`src/hw/rtl/sspr_pkg.sv`:
```
// shared types, codes and constants for the servo status packet receiver
// no dependencies; imported by sspr_front, sspr_back and the top level

package sspr_pkg;

    // input item codes
    localparam logic [1:0] FUNC_ARM  = 2'd0;
    localparam logic [1:0] FUNC_BYTE = 2'd1;
    localparam logic [1:0] FUNC_TICK = 2'd2;

    // configuration register indexes
    localparam logic [1:0] CFG_TIMEOUT_MS = 2'd0;
    localparam logic [1:0] CFG_ERROR_MASK = 2'd1;
    localparam logic [1:0] CFG_MAX_ID     = 2'd2;
    localparam logic [1:0] CFG_MAX_LENGTH = 2'd3;

    // configuration reset values
    localparam logic [15:0] TIMEOUT_MS_RST = 16'd100;
    localparam logic [6:0]  ERROR_MASK_RST = 7'd127;
    localparam logic [7:0]  MAX_ID_RST     = 8'd253;
    localparam logic [7:0]  MAX_LENGTH_RST = 8'd255;

    // status codes
    localparam logic [3:0] ST_OK           = 4'd0;
    localparam logic [3:0] ST_BAD_HEADER   = 4'd1;
    localparam logic [3:0] ST_VOLTAGE      = 4'd2;
    localparam logic [3:0] ST_ANGLE        = 4'd3;
    localparam logic [3:0] ST_HEAT         = 4'd4;
    localparam logic [3:0] ST_RANGE        = 4'd5;
    localparam logic [3:0] ST_CMD_CHECKSUM = 4'd6;
    localparam logic [3:0] ST_OVERLOAD     = 4'd7;
    localparam logic [3:0] ST_INSTRUCTION  = 4'd8;
    localparam logic [3:0] ST_BAD_CHECKSUM = 4'd9;
    localparam logic [3:0] ST_TIMEOUT      = 4'd10;

    // packet framing
    localparam logic [7:0]  SYNC_BYTE   = 8'hFF;
    localparam logic [7:0]  MIN_LENGTH  = 8'd2;
    localparam logic [16:0] ELAPSED_MAX = 17'h1FFFF;

    // byte positions inside a status packet
    localparam logic [8:0] POS_SYNC0  = 9'd0;
    localparam logic [8:0] POS_SYNC1  = 9'd1;
    localparam logic [8:0] POS_ID     = 9'd2;
    localparam logic [8:0] POS_LENGTH = 9'd3;
    localparam logic [8:0] POS_ERROR  = 9'd4;
    localparam logic [8:0] POS_PARAM  = 9'd5;

    // default queue depths
    localparam int CMD_DEPTH_DEF = 4;
    localparam int RES_DEPTH_DEF = 2;

    // classified request kinds
    typedef enum logic [1:0] {
        KIND_ARM,
        KIND_BYTE,
        KIND_TICK
    } kind_t;

    typedef struct packed {
        kind_t      kind;
        logic [7:0] data;
    } cmd_t;

    typedef struct packed {
        logic       end_of_packet;
        logic [7:0] payload_byte;
        logic [7:0] servo_id;
        logic [7:0] device_error;
        logic [3:0] status;
    } result_t;

    typedef struct packed {
        logic [15:0] timeout_ms;
        logic [6:0]  error_mask;
        logic [7:0]  max_id;
        logic [7:0]  max_length;
    } cfg_t;

    // first masked device error bit, lowest bit first
    function automatic logic [3:0] device_status(input logic [6:0] hits);
        logic [3:0] st;
        st = ST_OK;
        if (hits[6]) st = ST_INSTRUCTION;
        if (hits[5]) st = ST_OVERLOAD;
        if (hits[4]) st = ST_CMD_CHECKSUM;
        if (hits[3]) st = ST_RANGE;
        if (hits[2]) st = ST_HEAT;
        if (hits[1]) st = ST_ANGLE;
        if (hits[0]) st = ST_VOLTAGE;
        return st;
    endfunction

endpackage

```
`src/hw/rtl/sspr_fifo.sv`:
```
// small register-based first-in first-out queue
// generic; used between front and back and for the result queue

module sspr_fifo #(
    parameter int WIDTH = 8,
    parameter int DEPTH = 2
) (
    input  logic             clk,
    input  logic             rst_n,
    input  logic             wr_en,
    input  logic [WIDTH-1:0] wr_data,
    input  logic             rd_en,
    output logic [WIDTH-1:0] rd_data,
    output logic             full,
    output logic             empty
);

    localparam int PTR_W = (DEPTH > 1) ? $clog2(DEPTH) : 1;
    localparam int CNT_W = $clog2(DEPTH + 1);
    localparam logic [PTR_W-1:0] PTR_LAST = PTR_W'(DEPTH - 1);
    localparam logic [CNT_W-1:0] CNT_FULL = CNT_W'(DEPTH);

    logic [WIDTH-1:0] mem_reg [DEPTH];
    logic [PTR_W-1:0] wr_ptr_reg, wr_ptr_next;
    logic [PTR_W-1:0] rd_ptr_reg, rd_ptr_next;
    logic [CNT_W-1:0] count_reg, count_next;
    logic             do_wr, do_rd;

    assign full    = (count_reg == CNT_FULL);
    assign empty   = (count_reg == '0);
    assign do_wr   = wr_en && !full;
    assign do_rd   = rd_en && !empty;
    assign rd_data = mem_reg[rd_ptr_reg];

    // pointer and count update
    always_comb
    begin
        wr_ptr_next = wr_ptr_reg;
        rd_ptr_next = rd_ptr_reg;
        count_next  = count_reg;
        if (do_wr)
        begin
            wr_ptr_next = (wr_ptr_reg == PTR_LAST) ? '0 : wr_ptr_reg + 1'b1;
        end
        if (do_rd)
        begin
            rd_ptr_next = (rd_ptr_reg == PTR_LAST) ? '0 : rd_ptr_reg + 1'b1;
        end
        if (do_wr && !do_rd)
        begin
            count_next = count_reg + 1'b1;
        end
        else if (do_rd && !do_wr)
        begin
            count_next = count_reg - 1'b1;
        end
    end

    always_ff @(posedge clk or negedge rst_n)
    begin
        if (!rst_n)
        begin
            wr_ptr_reg <= '0;
            rd_ptr_reg <= '0;
            count_reg  <= '0;
        end
        else
        begin
            wr_ptr_reg <= wr_ptr_next;
            rd_ptr_reg <= rd_ptr_next;
            count_reg  <= count_next;
        end
    end

    // storage write
    always_ff @(posedge clk)
    begin
        if (do_wr)
        begin
            mem_reg[wr_ptr_reg] <= wr_data;
        end
    end

`ifndef SYNTHESIS
    a_count_bound: assert property (@(posedge clk) disable iff (!rst_n)
        count_reg <= CNT_FULL)
        else $error("queue count beyond depth");

    a_count_up: assert property (@(posedge clk) disable iff (!rst_n)
        (do_wr && !do_rd) |=> (count_reg == $past(count_reg) + 1'b1))
        else $error("queue count did not grow on write");

    a_ptr_sync: assert property (@(posedge clk) disable iff (!rst_n)
        (empty || full) |-> (wr_ptr_reg == rd_ptr_reg))
        else $error("queue pointers disagree with count");
`endif

endmodule

```
`src/hw/rtl/sspr_front.sv`:
```
// front end: configuration registers and request classification
// depends on sspr_pkg

module sspr_front
    import sspr_pkg::*;
(
    input  logic        clk,
    input  logic        rst_n,
    input  logic        push,
    input  logic        cmd_full,
    input  logic [1:0]  func,
    input  logic [7:0]  rx_byte,
    input  logic        cfg_valid,
    input  logic [1:0]  cfg_index,
    input  logic [15:0] cfg_data,
    output logic        cfg_ready,
    output logic        cmd_push,
    output cmd_t        cmd,
    output cfg_t        cfg
);

    cfg_t cfg_reg, cfg_next;

    assign cfg_ready = 1'b1;
    assign cfg       = cfg_reg;

    // configuration write decode
    always_comb
    begin
        cfg_next = cfg_reg;
        if (cfg_valid)
        begin
            case (cfg_index)
                CFG_TIMEOUT_MS: cfg_next.timeout_ms = cfg_data;
                CFG_ERROR_MASK: cfg_next.error_mask = cfg_data[6:0];
                CFG_MAX_ID:     cfg_next.max_id     = cfg_data[7:0];
                CFG_MAX_LENGTH: cfg_next.max_length = cfg_data[7:0];
                default:        cfg_next = cfg_reg;
            endcase
        end
    end

    always_ff @(posedge clk or negedge rst_n)
    begin
        if (!rst_n)
        begin
            cfg_reg.timeout_ms <= TIMEOUT_MS_RST;
            cfg_reg.error_mask <= ERROR_MASK_RST;
            cfg_reg.max_id     <= MAX_ID_RST;
            cfg_reg.max_length <= MAX_LENGTH_RST;
        end
        else
        begin
            cfg_reg <= cfg_next;
        end
    end

    // classify the request; the unused code is dropped here
    always_comb
    begin
        cmd.data = rx_byte;
        cmd.kind = KIND_ARM;
        cmd_push = 1'b0;
        case (func)
            FUNC_ARM:
            begin
                cmd.kind = KIND_ARM;
                cmd_push = push && !cmd_full;
            end
            FUNC_BYTE:
            begin
                cmd.kind = KIND_BYTE;
                cmd_push = push && !cmd_full;
            end
            FUNC_TICK:
            begin
                cmd.kind = KIND_TICK;
                cmd_push = push && !cmd_full;
            end
            default:
            begin
                cmd.kind = KIND_ARM;
                cmd_push = 1'b0;
            end
        endcase
    end

endmodule

```
`src/hw/rtl/sspr_back.sv`:
```
// back end: packet parser, timeout counter and result generation
// depends on sspr_pkg

module sspr_back
    import sspr_pkg::*;
(
    input  logic    clk,
    input  logic    rst_n,
    input  logic    cmd_empty,
    input  cmd_t    cmd,
    output logic    cmd_pop,
    input  cfg_t    cfg,
    input  logic    res_full,
    output logic    res_push,
    output result_t res
);

    logic        armed_reg,   armed_next;
    logic [8:0]  idx_reg,     idx_next;
    logic [7:0]  id_reg,      id_next;
    logic [7:0]  len_reg,     len_next;
    logic [7:0]  err_reg,     err_next;
    logic [7:0]  sum_reg,     sum_next;
    logic [16:0] elapsed_reg, elapsed_next;

    logic [16:0] elapsed_inc;
    logic [8:0]  last_param;
    logic [7:0]  sum_add;
    logic [3:0]  dev_st;

    assign cmd_pop     = !cmd_empty && !res_full;
    assign elapsed_inc = (elapsed_reg == ELAPSED_MAX) ? elapsed_reg : elapsed_reg + 1'b1;
    assign last_param  = 9'd3 + {1'b0, len_reg};
    assign sum_add     = sum_reg + cmd.data;
    assign dev_st      = device_status(err_reg[6:0] & cfg.error_mask);

    // parser update for one request
    always_comb
    begin
        armed_next   = armed_reg;
        idx_next     = idx_reg;
        id_next      = id_reg;
        len_next     = len_reg;
        err_next     = err_reg;
        sum_next     = sum_reg;
        elapsed_next = elapsed_reg;
        res_push     = 1'b0;
        res.end_of_packet = 1'b1;
        res.payload_byte  = '0;
        res.servo_id      = id_reg;
        res.device_error  = err_reg;
        res.status        = ST_OK;

        if (cmd_pop)
        begin
            case (cmd.kind)
                KIND_ARM:
                begin
                    armed_next   = 1'b1;
                    idx_next     = '0;
                    id_next      = '0;
                    len_next     = '0;
                    err_next     = '0;
                    sum_next     = '0;
                    elapsed_next = '0;
                end
                KIND_TICK:
                begin
                    if (armed_reg)
                    begin
                        elapsed_next = elapsed_inc;
                        if (elapsed_inc > {1'b0, cfg.timeout_ms})
                        begin
                            armed_next = 1'b0;
                            res_push   = 1'b1;
                            res.status = ST_TIMEOUT;
                        end
                    end
                end
                KIND_BYTE:
                begin
                    if (armed_reg)
                    begin
                        // header bytes are checked as they arrive
                        if (idx_reg == POS_SYNC0 || idx_reg == POS_SYNC1)
                        begin
                            if (cmd.data != SYNC_BYTE)
                            begin
                                armed_next = 1'b0;
                                res_push   = 1'b1;
                                res.status = ST_BAD_HEADER;
                            end
                            else
                            begin
                                idx_next = idx_reg + 1'b1;
                            end
                        end
                        else if (idx_reg == POS_ID)
                        begin
                            if (cmd.data > cfg.max_id)
                            begin
                                armed_next = 1'b0;
                                res_push   = 1'b1;
                                res.status = ST_BAD_HEADER;
                            end
                            else
                            begin
                                id_next  = cmd.data;
                                sum_next = cmd.data;
                                idx_next = POS_LENGTH;
                            end
                        end
                        else if (idx_reg == POS_LENGTH)
                        begin
                            if (cmd.data < MIN_LENGTH || cmd.data > cfg.max_length)
                            begin
                                armed_next = 1'b0;
                                res_push   = 1'b1;
                                res.status = ST_BAD_HEADER;
                            end
                            else
                            begin
                                len_next = cmd.data;
                                sum_next = sum_add;
                                idx_next = POS_ERROR;
                            end
                        end
                        else if (idx_reg == POS_ERROR)
                        begin
                            err_next = cmd.data;
                            sum_next = sum_add;
                            idx_next = POS_PARAM;
                        end
                        else if (idx_reg < last_param)
                        begin
                            // parameter byte goes straight out
                            sum_next          = sum_add;
                            idx_next          = idx_reg + 1'b1;
                            res_push          = 1'b1;
                            res.end_of_packet = 1'b0;
                            res.payload_byte  = cmd.data;
                        end
                        else
                        begin
                            // checksum byte closes the packet
                            armed_next = 1'b0;
                            res_push   = 1'b1;
                            if (dev_st != ST_OK)
                            begin
                                res.status = dev_st;
                            end
                            else if (~sum_reg != cmd.data)
                            begin
                                res.status = ST_BAD_CHECKSUM;
                            end
                            else
                            begin
                                res.status = ST_OK;
                            end
                        end
                    end
                end
                default:
                begin
                    armed_next = armed_reg;
                end
            endcase
        end
    end

    always_ff @(posedge clk or negedge rst_n)
    begin
        if (!rst_n)
        begin
            armed_reg   <= 1'b0;
            idx_reg     <= '0;
            id_reg      <= '0;
            len_reg     <= '0;
            err_reg     <= '0;
            sum_reg     <= '0;
            elapsed_reg <= '0;
        end
        else
        begin
            armed_reg   <= armed_next;
            idx_reg     <= idx_next;
            id_reg      <= id_next;
            len_reg     <= len_next;
            err_reg     <= err_next;
            sum_reg     <= sum_next;
            elapsed_reg <= elapsed_next;
        end
    end

`ifndef SYNTHESIS
    a_push_needs_pop: assert property (@(posedge clk) disable iff (!rst_n)
        res_push |-> (cmd_pop && !res_full))
        else $error("result produced without a request");

    a_end_disarms: assert property (@(posedge clk) disable iff (!rst_n)
        (res_push && res.end_of_packet) |=> !armed_reg)
        else $error("still armed after end of packet");

    a_param_in_body: assert property (@(posedge clk) disable iff (!rst_n)
        (res_push && !res.end_of_packet) |-> (armed_reg && idx_reg >= POS_PARAM))
        else $error("parameter byte outside packet body");

    a_idx_bound: assert property (@(posedge clk) disable iff (!rst_n)
        (idx_reg > POS_PARAM) |-> (idx_reg <= last_param))
        else $error("byte position past checksum");
`endif

endmodule

```
`src/hw/rtl/servo_status_packet_receiver.sv`:
```
// top level of the servo status packet receiver
// depends on sspr_pkg, sspr_front, sspr_fifo and sspr_back

// Takes one request per clock while full is low: arm, received byte or millisecond tick.
// The front end classifies each request and queues all but the unused code
// into a command queue of CMD_DEPTH entries; the back end parses one command
// per clock while the result queue is not full, in a single registered update
// of the header checks, byte position, running checksum and timeout counter,
// and writes any result into a result queue of RES_DEPTH entries. A request
// is registered in the command queue, then its result in the result queue (empty low).
// Sustained rate is one request per clock while results are popped; full
// rises only when the result queue backs up and the command queue fills.
// Configuration writes are always taken and should be made while idle.
module servo_status_packet_receiver
    import sspr_pkg::*;
#(
    parameter int CMD_DEPTH = CMD_DEPTH_DEF,
    parameter int RES_DEPTH = RES_DEPTH_DEF
) (
    input  logic        clk,
    input  logic        rst_n,
    input  logic        push,
    output logic        full,
    input  logic [1:0]  func,
    input  logic [7:0]  rx_byte,
    output logic        empty,
    input  logic        pop,
    output logic        end_of_packet,
    output logic [7:0]  payload_byte,
    output logic [7:0]  servo_id,
    output logic [7:0]  device_error,
    output logic [3:0]  status,
    input  logic        cfg_valid,
    output logic        cfg_ready,
    input  logic [1:0]  cfg_index,
    input  logic [15:0] cfg_data
);

    logic    cmd_push, cmd_pop, cmd_full, cmd_empty;
    cmd_t    cmd_in, cmd_out;
    cfg_t    cfg;
    logic    res_push, res_full;
    result_t res_in, res_out;

    assign full = cmd_full;

    // request classification and configuration
    sspr_front u_front (
        .clk       (clk),
        .rst_n     (rst_n),
        .push      (push),
        .cmd_full  (cmd_full),
        .func      (func),
        .rx_byte   (rx_byte),
        .cfg_valid (cfg_valid),
        .cfg_index (cfg_index),
        .cfg_data  (cfg_data),
        .cfg_ready (cfg_ready),
        .cmd_push  (cmd_push),
        .cmd       (cmd_in),
        .cfg       (cfg)
    );

    // command queue between front and back
    sspr_fifo #(
        .WIDTH ($bits(cmd_t)),
        .DEPTH (CMD_DEPTH)
    ) u_cmd_fifo (
        .clk     (clk),
        .rst_n   (rst_n),
        .wr_en   (cmd_push),
        .wr_data (cmd_in),
        .rd_en   (cmd_pop),
        .rd_data (cmd_out),
        .full    (cmd_full),
        .empty   (cmd_empty)
    );

    // packet parser
    sspr_back u_back (
        .clk       (clk),
        .rst_n     (rst_n),
        .cmd_empty (cmd_empty),
        .cmd       (cmd_out),
        .cmd_pop   (cmd_pop),
        .cfg       (cfg),
        .res_full  (res_full),
        .res_push  (res_push),
        .res       (res_in)
    );

    // result queue
    sspr_fifo #(
        .WIDTH ($bits(result_t)),
        .DEPTH (RES_DEPTH)
    ) u_res_fifo (
        .clk     (clk),
        .rst_n   (rst_n),
        .wr_en   (res_push),
        .wr_data (res_in),
        .rd_en   (pop),
        .rd_data (res_out),
        .full    (res_full),
        .empty   (empty)
    );

    assign end_of_packet = res_out.end_of_packet;
    assign payload_byte  = res_out.payload_byte;
    assign servo_id      = res_out.servo_id;
    assign device_error  = res_out.device_error;
    assign status        = res_out.status;

endmodule

```
`config.mk`:
```
export PLATFORM = sky130hd
export DESIGN_NAME = servo_status_packet_receiver
export DESIGN_NICKNAME = d
export VERILOG_FILES = /design/src/hw/rtl/sspr_pkg.sv /design/src/hw/rtl/sspr_fifo.sv /design/src/hw/rtl/sspr_front.sv /design/src/hw/rtl/sspr_back.sv /design/src/hw/rtl/servo_status_packet_receiver.sv
export SDC_FILE = /design/constraint.sdc
export NUM_CORES = 1
export LEC_CHECK = 0
export BUFFER_PORTS_ARGS = -buffer_cell sky130_fd_sc_hd__buf_2
export CORE_UTILIZATION = 35
export DETAILED_ROUTE_END_ITERATION = 6
export PLACE_DENSITY = 0.53
export SLEW_MARGIN = 20
export SYNTH_ARGS = -nofsm -noshare
export SYNTH_HDL_FRONTEND = slang
export SYNTH_SLANG_ARGS = --single-unit
```
`constraint.sdc`:
```
create_clock -name clk -period 6 [get_ports clk]
set_input_delay 0.9 -clock clk [delete_from_list [all_inputs] [get_ports clk]]
set_output_delay 0.9 -clock clk [all_outputs]
set_load 0.005 [all_outputs]
```
### Yosys cells after proc, flatten, opt, wreduce, memory -nomap -nowiden

Memory sizes are Yosys's and may differ from the RTL's.
Cells that the tools add are included.

| storage, ports and cells | value |
|---|---|
| bits in registers | 109 |
| output and inout bits | 32 |
| bits in writable memories | 98 |
| memories kept | 2 |
| logic and storage cells | 223 |

| cells by class | value |
|---|---|
| eq/ne operators | 35 |
| add/sub/neg operators | 12 |
| bitwise logic cells | 2 |
| multiplexer cells | 106 |
| $lt $le $gt $ge | 5 |
| reduce and logical (&&, ||, !) cells | 44 |

Memory list:

| name | words | width | read ports | clocked after Yosys merged registers in | write ports | line | RTL |
|---|---|---|---|---|---|---|---|
| u_res_fifo.mem_reg | 2 | 29 | 1 | 0 | 1 | sspr_fifo.sv:23 | `logic [WIDTH-1:0] mem_reg [DEPTH];` |
| u_cmd_fifo.mem_reg | 4 | 10 | 1 | 0 | 1 | sspr_fifo.sv:23 |  |

Operator list:

| operator | number |
|---|---|
| 8-bit 2-to-1 mux | 21 |
| 9-bit 2-to-1 mux | 17 |
| 4-bit 2-to-1 mux | 18 |
| 8-bit case mux with 2 select lines | 4 |
| 17-bit 2-to-1 mux | 2 |
| 17-bit case mux with 2 select lines | 1 |
| 1-bit 2-to-1 mux | 32 |
| 7-bit AND reduction | 4 |
| 9-bit by 2-bit == test with 1-bit output (second input constant) | 2 |
| 9-bit case mux with 2 select lines | 1 |
| 17-bit by 1-bit adder with 17-bit output (second input constant) | 1 |
| 17-bit == test (second input constant) | 1 |
| 17-bit by 16-bit greater-than comparator with 1-bit output | 1 |
| 8-bit greater-than comparator | 2 |
| 2-bit == test (second input constant) | 7 |
| 1-bit logical AND | 10 |
| 2-bit by 1-bit != test with 1-bit output (second input constant) | 5 |
| 2-bit != test (second input constant) | 5 |
| 2-bit AND reduction | 5 |
| 2-bit by 8-bit adder with 9-bit output (first input constant) | 1 |
| 9-bit by 1-bit adder with 9-bit output (second input constant) | 1 |
| 9-bit by 1-bit == test with 1-bit output (second input constant) | 1 |
| 9-bit by 3-bit == test with 1-bit output (second input constant) | 1 |
| 9-bit zero test | 1 |
| 35 further kinds | 60 |

### Depth between registers and ports, before layout

| depth | value |
|---|---|
| depth in word-level cells | 18 |
| gate-level depth with buffers | 20 |

### Hierarchy

Synthesis repeated with hierarchy kept, for this count alone.

| unflattened totals | value |
|---|---|
| cell total of the unflattened synthesis | 912 |
| area total of the unflattened synthesis | 11124.4 um^2 |

Modules (own cells, without submodules):

| module | area each (um^2) | cells each | times used |
|---|---|---|---|
| sspr_back | 5230.0 | 617 | 1 |
| sspr_fifo (u_res_fifo) | 2407.3 | 109 | 1 |
| sspr_fifo (u_cmd_fifo) | 1895.6 | 89 | 1 |
| sspr_front | 1591.5 | 97 | 1 |

### Worst setup path before layout

No wires, ideal clock.

| timing path | value |
|---|---|
| kind | flip-flop to flip-flop |
| start | register u_back.elapsed_reg[3] |
| end | memory u_res_fifo.mem_reg[1][0] in the netlist's numbering, enable pin |
| slack | 1.060 ns |
| buffers on the path | 1 |
| setup time | 0.418 ns |
| required time | 5.582 ns |
| stages on the path, launching flop included | 17 |
| arrival time | 4.522 ns |
| path through | dfrtp_1 > clkbuf_1 > nand4_1 > nor3_1 > nand3_1 > nand3_1 > nor2_1 > and4_1 > xor2_1 > ha_1 > a211oi_1 > o21ai_0 > nand2b_1 > a41oi_1 > o21a_1 > o32a_1 > nor2b_1 |

| between the ends | value |
|---|---|
| longest elaborated chain between the ends | 10 |
| elaborated cells on any way between the ends | 11 |
| those cells by class | add/sub: 1; order compare: 1; eq/ne: 1; mux: 7; reduce/logical: 1 |

Ends and longest elaborated chain:

| item | line | RTL |
|---|---|---|
| start: declaration | sspr_back.sv:24 | `logic [16:0] elapsed_reg, elapsed_next;` |
| start signal: assignment | sspr_back.sv:191 | `elapsed_reg <= elapsed_next;` |
| 17-bit by 1-bit adder with 17-bit output or 17-bit == test (tied branches) | sspr_back.sv:32 | `assign elapsed_inc = (elapsed_reg == ELAPSED_MAX) ? elapsed_reg : elapsed_reg + 1'b1;` |
| 17-bit 2-to-1 mux * | sspr_back.sv:32 |  |
| 17-bit by 16-bit greater-than comparator with 1-bit output * | sspr_back.sv:72 | `if (elapsed_inc > {1'b0, cfg.timeout_ms})` |
| 1-bit 2-to-1 mux * | sspr_back.sv:72 |  |
| 1-bit 2-to-1 mux * | sspr_back.sv:69 | `if (armed_reg)` |
| 1-bit case mux with 2 select lines * | sspr_back.sv:56 | `case (cmd.kind)` |
| 1-bit 2-to-1 mux * | sspr_back.sv:54 | `if (cmd_pop)` |
| 1-bit logical AND * | sspr_fifo.sv:31 | `assign do_wr = wr_en && !full;` |
| 1-bit 2-to-1 mux * | sspr_fifo.sv:78 | `if (do_wr)` |
| 1-bit 2-to-1 mux (not written as such) * | sspr_fifo.sv:80 | `mem_reg[wr_ptr_reg] <= wr_data;` |
| end: declaration | sspr_fifo.sv:23 |  |

Mark *: on every way between the ends. The rest lies on a longest branch, timed or not.

### Worst setup path in the final report

| timing path | value |
|---|---|
| start | register u_back.elapsed_reg[0] |
| end | register u_res_fifo.count_reg[1] |

| between the ends | value |
|---|---|
| longest elaborated chain between the ends | 11 |
| elaborated cells on any way between the ends | 14 |
| those cells by class | add/sub: 1; order compare: 1; eq/ne: 1; mux: 6; reduce/logical: 5 |

Ends and longest elaborated chain:

| item | line | RTL |
|---|---|---|
| 17-bit by 1-bit adder with 17-bit output or 17-bit == test (tied branches) | sspr_back.sv:32 |  |
| 17-bit 2-to-1 mux * | sspr_back.sv:32 |  |
| 17-bit by 16-bit greater-than comparator with 1-bit output * | sspr_back.sv:72 |  |
| 1-bit 2-to-1 mux * | sspr_back.sv:72 |  |
| 1-bit 2-to-1 mux * | sspr_back.sv:69 |  |
| 1-bit case mux with 2 select lines * | sspr_back.sv:56 |  |
| 1-bit 2-to-1 mux * | sspr_back.sv:54 |  |
| 1-bit logical AND * | sspr_fifo.sv:31 |  |
| via u_res_fifo.do_wr | sspr_fifo.sv:27 | `logic do_wr, do_rd;` |
| 1-bit zero test | sspr_fifo.sv:53 | `else if (do_rd && !do_wr)` |
| 1-bit logical AND | sspr_fifo.sv:53 |  |
| 2-bit nonzero test (no source line) | - |  |
| end signal: assignment | sspr_fifo.sv:71 | `count_reg <= count_next;` |
| end: declaration | sspr_fifo.sv:26 | `logic [CNT_W-1:0] count_reg, count_next;` |

Mark *: on every way through the listed nets, which the timed path passes. The rest lies on a longest branch.
A chain may end at the register's enable or synchronous reset.

==> impl_metrics.json <==
{
  "yosysTopAreaCell": "edfxtp_1",
  "htree_levels": 1,
  "cap_violations": 0,
  "timing.rr.end": "u_res_fifo.count_reg[1]",
  "rows": 63,
  "die_y_um": 176,
  "ys_top_cells_by_count": "98 x edfxtp_1, 84 x dfrtp_1, 74 x nand2_1, 72 x mux2_2, 65 x ha_1",
  "grt_pass1_vias": 6758,
  "initial_utilization_pct": 35.7,
  "ys_ff_latch": 207,
  "cts_tree": "done",
  "power.total_mw": 5.79,
  "yosysTopAreaCellShare_pct": 27.7,
  "finalWeightedCongestion": 0.803,
  "syn2layout_area_growth_pct": 14.8,
  "cts-hold-fix-buffers": 0,
  "slew_viol_final": 0,
  "p_leak_nw": 5.08,
  "cts_setup_buffers": 0,
  "vias": 6980,
  "port_buffers": 63,
  "crit_arrival_ps": 5070,
  "antenna_left": 0,
  "fin_worst_skew_ps": 27.7,
  "grt_max_degree": 57,
  "max_freq_mhz": 216,
  "wire_per_inst_um": 17.5,
  "async_reset_ff_share_pct": 52.7,
  "syn_inst": 886,
  "drcViolationCount": 0,
  "synth_edf_count": 98,
  "grt_pass1_wl_mm": 38.0,
  "synth_top_flop_cell": "edfxtp_1",
  "drive_gt1_share_pct": 23.9,
  "ys_types": 71,
  "min_period_ps": 4630,
  "antenna_found_initial": 0,
  "ios": 65,
  "die_area_um2": 31100,
  "min_path_type": "in -> async",
  "dr.pass1.iters": 5,
  "finalHoldViolCount": 0,
  "worst_pin_slew_ps": 765,
  "rrSetupSlack_ps": 1370,
  "viasPerCell": 5.12,
  "fin_util_pct": 41.0,
  "status": "complete, no violations",
  "core_um2": 29800,
  "clk_path_buf_depth": 3,
  "largest_register_ffs": 58,
  "fin_nets": 1056,
  "ys_warn_count": 0,
  "overflow": 0,
  "wl_mm": 23.9,
  "crit_type": "reg -> reg",
  "netlist_top_cells_area": "edfxtp_1 28%, dfrtp_1 20%, ha_1 7.6%",
  "synth.avg_cell_area_um2": 12.0,
  "critPathRequiredTime_ps": 6450,
  "die_w_um": 176,
  "setup_viol": 0,
  "hpwl_mm": 17.0,
  "grt.total_usage_pct": 15.7,
  "critical_path_peak_fanout": 5,
  "worst_setup_path_start_kind": "flip-flop",
  "cts_root_buffer": "clkbuf_16",
  "setup_tns_ps": 0,
  "syn_nets": 986,
  "worstReg2RegStart": "u_back.elapsed_reg[0]",
  "period_share_pct": 77.1,
  "drtIter0Drc": 438,
  "p_per_area_nw_per_um2": 474,
  "clock_latency_ps": 520,
  "rsz0062_at_grt": "no",
  "cts-resized-gates": 0,
  "netlist_area_um2": 10600,
  "maxSlewHeadroom_pct": 49.0,
  "clk_pin_slew_ps": 60,
  "cp-end-kind": "flip-flop",
  "cts_sinks": 207,
  "numCtsBuffers": 24,
  "ir_drop_uv": 221,
  "seq_area_frac_synth_pct": 53.6,
  "n_antenna_cell": 0,
  "fill_cells": 2861,
  "r2r_cells": 20,
  "synth.most_common_cell": "edfxtp_1"
}
==> layout by cell type (no fill, tap or decap), types with 8 or more instances in the layout <==
cell and count:
inv_1 54, o31ai_1 10, nor3_1 13, dfstp_2 25, nand3_1 28, o21ai_0 44
edfxtp_1 98, buf_4 8, xor2_1 14, mux2_2 72, clkbuf_16 25, buf_2 62
nor2_1 58, a32o_1 10, nand2_1 74, a21oi_1 31, nand2b_1 8, dfrtp_1 84
and3_1 8, xnor2_1 19, nor2b_1 9, nand4_1 13, ha_1 65
==> how the worst max path moves through the flow <==
stage | startpoint | slack (ps) | cells past startpoint | end
finish | u_back.elapsed_reg[0] | 1370 | 20 | u_res_fifo.count_reg[1]
global route | u_back.elapsed_reg[3] | 970 | 19 | u_res_fifo.count_reg[1]
CTS | u_back.elapsed_reg[0] | 1380 | 20 | u_res_fifo.count_reg[1]
detailed placement | u_back.elapsed_reg[0] | 1400 | 20 | u_res_fifo.count_reg[1]
global placement | u_back.elapsed_reg[0] | 1500 | 20 | u_res_fifo.count_reg[1]
floorplan | u_back.elapsed_reg[3] | 1060 | 16 | u_res_fifo.mem_reg[1][0]
==> per-stage QoR <==
step,hold slack (ps),setup WS [ps],cells,cell area [um2]
floorplan,437,1060,886,10600
global placement,462,1500,1320,11400
detailed placement,474,1400,1320,11400
CTS,436,1380,1364,12200
global route,473,967,1364,12200
finish,421,1370,1364,12200
==> per-layer routing <==
| layer | wire [um] | GRT usage, % | up-vias |
|---|---|---|---|
| met4 | 457 | 3.73 | 0 |
| met2 | 10700 | 24.7 | 145 |
| met5 | 0 | 0 | - |
| li1 | - | - | 3406 |
| met3 | 847 | 2.26 | 34 |
| met1 | 11800 | 22.7 | 3395 |
==> critical path, cell delays in order (launching register included) <==
cell      delay, ps
dfrtp_1         430
ha_1            240
nand3_1         120
nor3_1          400
nand3_1         260
nand3_1         200
nor2_1           90
and4_1          220
xor2_1          190
ha_1            280
a211oi_1        220
o21ai_0         120
or3_1           370
a41oi_1         200
o21a_1          250
o32a_1          310
inv_1            70
ha_1            190
xor2_1          140
nor2_1          120
xnor2_1         120
==> power breakdown <==
group	leakage (nW)	switching, mW	internal [mW]
clock network	0.404	0.579	0.944
registers	2.27	0.213	1.83
logic	2.41	1.33	0.902
total	5.08	2.12	3.67
==> final cells by class <==
| class | instances | area [um2] | area share, % |
|---|---|---|---|
| Multi-Input combinational cell | 598 | 4610 | 37.8 |
| Clock inverter | 14 | 176 | 1.44 |
| Sequential cell | 207 | 5700 | 46.7 |
| Timing Repair Buffer | 70 | 370 | 3.03 |
| Inverter | 55 | 209 | 1.71 |
| Clock buffer | 30 | 654 | 5.36 |
| Tap cell | 390 | 488 | 4.00 |
==> logic make-up (layout without fill, tap and decap cells) <==
kind of cell | Yosys count | after routing | synth area share [%]
fa+ha+maj | 67 | 67 | 8.03
xor+xnor | 33 | 33 | 2.72
flops | 207 | 207 | 53.6
mux | 91 | 91 | 10.8
compound gates | 157 | 157 | 10.0
buf+inv | 81 | 169 | 3.15
simple gates | 249 | 249 | 11.6
other cells | 1 | 1 | 0.0353
Note: power is estimated with default switching activity, not from simulation.
